`src/hw/rtl/assert_macros.svh`:
```
`ifndef ASSERT_MACROS_SVH
`define ASSERT_MACROS_SVH
// General check, sampled on the rising clock and off while reset is held.
`define FHM_ASSERT(label, clk, rstn, prop, msg) \
    label: assert property (@(posedge clk) disable iff (!rstn) prop) else $error(msg);
// Same-cycle implication.
`define FHM_ASSERT_IMP(label, clk, rstn, ante, cons, msg) \
    label: assert property (@(posedge clk) disable iff (!rstn) (ante) |-> (cons)) else $error(msg);
`endif

```
`src/hw/rtl/fhm_pkg.sv`:
```
package fhm_pkg;

    localparam int SINE_TABLE_BITS_DEF = 9;
    localparam int CORDIC_STEPS_DEF    = 16;

    localparam int DIV_W = 34;   // dividend and quotient width
    localparam int CW    = 34;   // CORDIC x/y width
    localparam int ZW    = 27;   // CORDIC angle width, Q16 degrees

    localparam logic [16:0] DEG_Q8_FULL        = 17'd92160;
    localparam logic signed [ZW-1:0] DEG_Q16_QUARTER = 27'sd5898240;
    localparam logic signed [ZW-1:0] DEG_Q16_HALF    = 27'sd11796480;
    localparam logic signed [CW-1:0] CORDIC_GAIN_Q30 = 34'sd652032875;
    localparam logic [18:0] RECIP_45_Q24 = 19'd372828;

    localparam logic [11:0] ROTATION_GAIN_RST     = 12'd486;
    localparam logic [7:0]  ROTATION_DEADBAND_RST = 8'd18;
    localparam logic [6:0]  MOVE_DEADBAND_RST     = 7'd25;
    localparam logic [15:0] COUNTS_PER_TURN_RST   = 16'd15400;
    localparam logic [8:0]  MIX_MOVE_SHARE_RST    = 9'd192;
    localparam logic [8:0]  MIX_ROTATE_SHARE_RST  = 9'd64;

    typedef enum logic [2:0] {
        CFG_ROTATION_GAIN     = 3'd0,
        CFG_ROTATION_DEADBAND = 3'd1,
        CFG_MOVE_DEADBAND     = 3'd2,
        CFG_COUNTS_PER_TURN   = 3'd3,
        CFG_MIX_MOVE_SHARE    = 3'd4,
        CFG_MIX_ROTATE_SHARE  = 3'd5
    } cfg_idx_t;

    typedef struct packed {
        logic load;
        logic prep;
        logic rmul;
        logic div2_start;
        logic head;
        logic idx;
        logic ang;
        logic mix1;
        logic mix2;
        logic mix3;
        logic out_load;
    } fhm_cmd_t;

    typedef struct packed {
        logic div_busy;
        logic cordic_busy;
        logic out_free;
    } fhm_status_t;

    function automatic logic signed [ZW-1:0] atan_q16(input int i);
        logic signed [ZW-1:0] a;
        case (i)
            0:       a = 27'sd2949120;
            1:       a = 27'sd1740967;
            2:       a = 27'sd919879;
            3:       a = 27'sd466945;
            4:       a = 27'sd234379;
            5:       a = 27'sd117304;
            6:       a = 27'sd58666;
            7:       a = 27'sd29335;
            8:       a = 27'sd14668;
            9:       a = 27'sd7334;
            10:      a = 27'sd3667;
            11:      a = 27'sd1833;
            12:      a = 27'sd917;
            13:      a = 27'sd458;
            14:      a = 27'sd229;
            15:      a = 27'sd115;
            16:      a = 27'sd57;
            17:      a = 27'sd29;
            18:      a = 27'sd14;
            19:      a = 27'sd7;
            20:      a = 27'sd4;
            21:      a = 27'sd2;
            22:      a = 27'sd1;
            default: a = 27'sd0;
        endcase
        return a;
    endfunction

endpackage

```
`src/hw/rtl/fhm_ctrl.sv`:
```
module fhm_ctrl import fhm_pkg::*; (
    input  logic        aclk,
    input  logic        aresetn,
    input  logic        in_valid,
    output logic        in_ready,
    input  fhm_status_t status,
    output fhm_cmd_t    cmd
);

    typedef enum logic [13:0] {
        ST_IDLE  = 14'b00000000000001,
        ST_PREP  = 14'b00000000000010,
        ST_DIV1  = 14'b00000000000100,
        ST_RMUL  = 14'b00000000001000,
        ST_DIV2S = 14'b00000000010000,
        ST_DIV2  = 14'b00000000100000,
        ST_HEAD  = 14'b00000001000000,
        ST_IDX   = 14'b00000010000000,
        ST_ANG   = 14'b00000100000000,
        ST_ROT   = 14'b00001000000000,
        ST_MIX1  = 14'b00010000000000,
        ST_MIX2  = 14'b00100000000000,
        ST_MIX3  = 14'b01000000000000,
        ST_DONE  = 14'b10000000000000
    } state_t;

    state_t state_reg, state_next;

    always_comb begin
        state_next = state_reg;
        cmd        = '0;
        case (state_reg)
            ST_IDLE: begin
                if (in_valid) begin
                    cmd.load   = 1'b1;
                    state_next = ST_PREP;
                end
            end
            ST_PREP: begin
                cmd.prep   = 1'b1;
                state_next = ST_DIV1;
            end
            ST_DIV1: begin
                if (!status.div_busy) begin
                    state_next = ST_RMUL;
                end
            end
            ST_RMUL: begin
                cmd.rmul   = 1'b1;
                state_next = ST_DIV2S;
            end
            ST_DIV2S: begin
                cmd.div2_start = 1'b1;
                state_next     = ST_DIV2;
            end
            ST_DIV2: begin
                if (!status.div_busy) begin
                    state_next = ST_HEAD;
                end
            end
            ST_HEAD: begin
                cmd.head   = 1'b1;
                state_next = ST_IDX;
            end
            ST_IDX: begin
                cmd.idx    = 1'b1;
                state_next = ST_ANG;
            end
            ST_ANG: begin
                cmd.ang    = 1'b1;
                state_next = ST_ROT;
            end
            ST_ROT: begin
                if (!status.cordic_busy) begin
                    state_next = ST_MIX1;
                end
            end
            ST_MIX1: begin
                cmd.mix1   = 1'b1;
                state_next = ST_MIX2;
            end
            ST_MIX2: begin
                cmd.mix2   = 1'b1;
                state_next = ST_MIX3;
            end
            ST_MIX3: begin
                cmd.mix3   = 1'b1;
                state_next = ST_DONE;
            end
            ST_DONE: begin
                if (status.out_free) begin
                    cmd.out_load = 1'b1;
                    state_next   = ST_IDLE;
                end
            end
            default: begin
                state_next = ST_IDLE;
            end
        endcase
    end

    always_ff @(posedge aclk) begin
        if (!aresetn) begin
            state_reg <= ST_IDLE;
        end else begin
            state_reg <= state_next;
        end
    end

    assign in_ready = (state_reg == ST_IDLE);

endmodule

```
`config.mk`:
```
export PLATFORM = sky130hd
export DESIGN_NAME = fhm_ctrl
export DESIGN_NICKNAME = d
export VERILOG_FILES = /design/src/hw/rtl/assert_macros.svh /design/src/hw/rtl/fhm_pkg.sv /design/src/hw/rtl/fhm_ctrl.sv
export SDC_FILE = /design/constraint.sdc
export NUM_CORES = 1
export LEC_CHECK = 0
export ABC_AREA = 0
export BUFFER_PORTS_ARGS = -buffer_cell sky130_fd_sc_hd__buf_2
export CAP_MARGIN = 0
export CORE_MARGIN = 2
export CORE_UTILIZATION = 58
export DETAILED_ROUTE_END_ITERATION = 16
export PLACE_DENSITY = 0.79
export SYNTH_ARGS = -nofsm -noshare
export SYNTH_HDL_FRONTEND = slang
export SYNTH_SLANG_ARGS = --single-unit
export TNS_END_PERCENT = 20
```
`constraint.sdc`:
```
create_clock -name aclk -period 3.1 [get_ports aclk]
set_clock_uncertainty 0.05 [all_clocks]
set_input_delay 0 -clock aclk [delete_from_list [all_inputs] [get_ports aclk]]
set_output_delay 0 -clock aclk [all_outputs]
set_load 0.05 [all_outputs]
```
==> results.yml <==
power:
  power.density_mw_per_mm2: 371
  p_leak_uw: 0.000472
  p_total_uw: 404
  peakVddDrop_mv: 0.366
global_routing:
  track_usage_pct: 23.7
  grt_pass1_wl_mm: 3.52
  antenna_found_initial: 0
  overflow: 0
  grt_pass1_vias: 821
  grt_max_degree: 11
synth:
  netlist.area_leader.share_pct: 28.8
  ys_warn_count: 0
  yosysTopAreaCell: "dfxtp_1"
  synthTopCellsByArea: "dfxtp_1 29%, nor4_1 5.8%, nor2_1 5.0%"
  syn_area_per_cell_um2: 8.18
  synth_nets: 125
  synth-edff-count: 0
  yosysMostFrequentCell: "dfxtp_1"
  synth.distinct_cells: 36
  synthTopCellsByCount: "14 x dfxtp_1, 13 x nor2_1, 9 x nor3_1, 9 x nor4_1, 8 x nand2_1"
  synth_top_flop_cell: "dfxtp_1"
  ys_async_sr_fraction_pct: 0
  ys_seq_area_share_pct: 28.8
  synthCells: 119
  ys_ff_latch: 14
  synth_area_um2: 973
place:
  port_buffers: 17
  gp_congestion: 0.912
  place_worst_setup_slack_ns: 0.833
  dp_hpwl_mm: 1.53
worst_setup_path:
  cp_num_buf_inv: 1
  cp-startpoint: "state_reg[13]$_SDFFE_PN0P_"
  critPathLaunchType: "flip-flop"
  crit_chain: "or4_4 -> or4_1 -> nor2_1 -> and3_1 -> dlygate4sd3_1"
  reg2reg_depth: 5
  worstReg2RegStart: "state_reg[13]$_SDFFE_PN0P_"
  crit_path_max_incr_delay_ns: 0.61
  critPathMaxFanout: 9
  timing.rr.end: "state_reg[1]$_SDFFE_PN0P_"
  arrival_ns: 2.65
  endpoint_kind: "flip-flop"
  reg2reg_setup_slack_ns: 0.62
  critPathTopFamily: "simple AND/OR/NAND/NOR gates"
  crit_slowest_cell: "or4_4"
  cp.depth: 5
  worstPathRequired_ns: 3.28
  cp-endpoint: "state_reg[1]$_SDFFE_PN0P_"
  crit_type: "flip-flop to flip-flop"
clock_network:
  cts_setup_buffers: 0
  cts_resized: 0
  cts_tree: "yes"
  root_buffer: "clkbuf_4"
  cts.clk_slew.worst_paths_ns: 0.09
  clk_latency_ns: 0.28
  cts_hold_buf: 3
  clock_path_buffers: 2
  cts_sinks: 14
  numCtsBuffers: 3
  htreeDepth: 1
sta:
  rsz0062_at_grt: "no"
  period_minus_slack_ns: 2.48
  drv_slew: 0
  slew-limit-headroom_pct: 54.5
  timing.fmax_ghz: 0.404
  timing.setup.tns_ns: 0
  finalWorstSetupSlack_ns: 0.622
  setup_violations: 0
  worst_slew_pin_slew_ns: 0.677
  hold_viol_final: 0
  timing.final.crit_share_pct: 79.9
floorplan:
  core_mm2: 0.00154
  initial_core_util_pct: 63.1
  dieArea_mm2: 0.00202
  rows: 14
  die-width_um: 45.0
  die_h_um: 45.0
  io_pins: 18
detailed_routing:
  wl_per_cell_um: 14.1
  drc: 0
  drtAntennaViolNets: 0
  first_pass_iters: 4
  vias_per_cell: 6.18
  vias: 914
  wl_mm: 2.09
  detail_route.iter0.violations: 21
cells_and_area:
  regArea_um2: 280
  multi_input_area_um2: 618
  syn_to_final_growth_pct: 11.8
  largest_reg_flops: 14
  nNetsFinal: 139
  diodes: 0
  drive_above_1_share_pct: 25.8
  fill_cells: 129
status:
  outcome: "finished, final reports clean"
run:
  cap_viol_max_count: 0
hold_path:
  hp-class: "input pin to flip-flop"
==> cells in the final DEF (no fill, tap or decap), drive strengths merged <==
| cell | n |
|---|---|
| o21ai | 5 |
| nand2b | 3 |
| and3b | 1 |
| nor3b | 1 |
| inv | 5 |
| nor3 | 11 |
| and3 | 2 |
| o31ai | 1 |
| and4bb | 1 |
| mux2i | 1 |
| xnor2 | 2 |
| dfxtp | 14 |
| and2 | 1 |
| nor2 | 13 |
| buf | 17 |
| xor2 | 2 |
| o211a | 1 |
| or4 | 6 |
| nor4b | 5 |
| nor2b | 1 |
| a21oi | 1 |
| a32o | 2 |
| nand2 | 8 |
| dlygate4sd3 | 3 |
| nand3 | 5 |
| or3 | 3 |
| clkbuf | 4 |
| nor4 | 13 |
==> tightest hold or removal path, stage by stage <==
cell and delay, ns:
buf_2 0.10, nor2_1 0.04, mux2i_1 0.12, nor4_1 0.05
==> final cells by class <==
type                    count  area share, %
repair buffers             20           10.6
inverters                   5           1.72
clock buffers               4           3.33
flip-flops and latches     14           25.7
multi-input cells          89           56.8
well taps                  16           1.84
==> metrics by stage <==
| stage | util (%) | hold slack [ns] | cells | area (um^2) |
|---|---|---|---|---|
| global route | 70.6 | 0.0380 | 148 | 1090 |
| finish | 70.6 | 0.0351 | 148 | 1090 |
| global placement | 66.3 | 0.240 | 141 | 1020 |
| CTS | 70.6 | 0.0315 | 148 | 1090 |
| detailed placement | 66.3 | 0.242 | 141 | 1020 |
| floorplan | - | 0.0857 | 119 | 980 |
==> routing by layer <==
| metal | track usage (%) | part of all wire [%] |
|---|---|---|
| met2 | 36.0 | 46 |
| met4 | 10.0 | 1.1 |
| met3 | 3.60 | 4.5 |
| met5 | 0 | 0 |
| met1 | 33.3 | 48 |
==> how the worst min path moves through the flow <==
stage,from,to,slack (ns),depth (start not counted)
floorplan,aresetn,state_reg[5]$_SDFFE_PN0P_,0.09,2
global placement,in_valid,state_reg[1]$_SDFFE_PN0P_,0.24,2
detailed placement,in_valid,state_reg[1]$_SDFFE_PN0P_,0.24,2
CTS,status[2],state_reg[0]$_SDFFE_PN1P_,0.03,3
global route,status[2],state_reg[0]$_SDFFE_PN1P_,0.04,3
finish,status[0],state_reg[13]$_SDFFE_PN0P_,0.04,4
==> power breakdown <==
part	total, uW	switching [uW]	internal (uW)
Clock	134	63.0	71.4
Sequential	190	7.06	183
Combinational	80.1	50.9	29.2
Total	404	121	283
==> kinds of logic after synthesis <==
kind of cell	after synthesis	share of synthesized area [%]
xor+xnor	4	3.60
buf+inv	16	8.35
mux	1	1.03
simple gates	74	51.2
flops	14	28.8
compound gates	10	7.07
(Power assumes the default switching activity.)
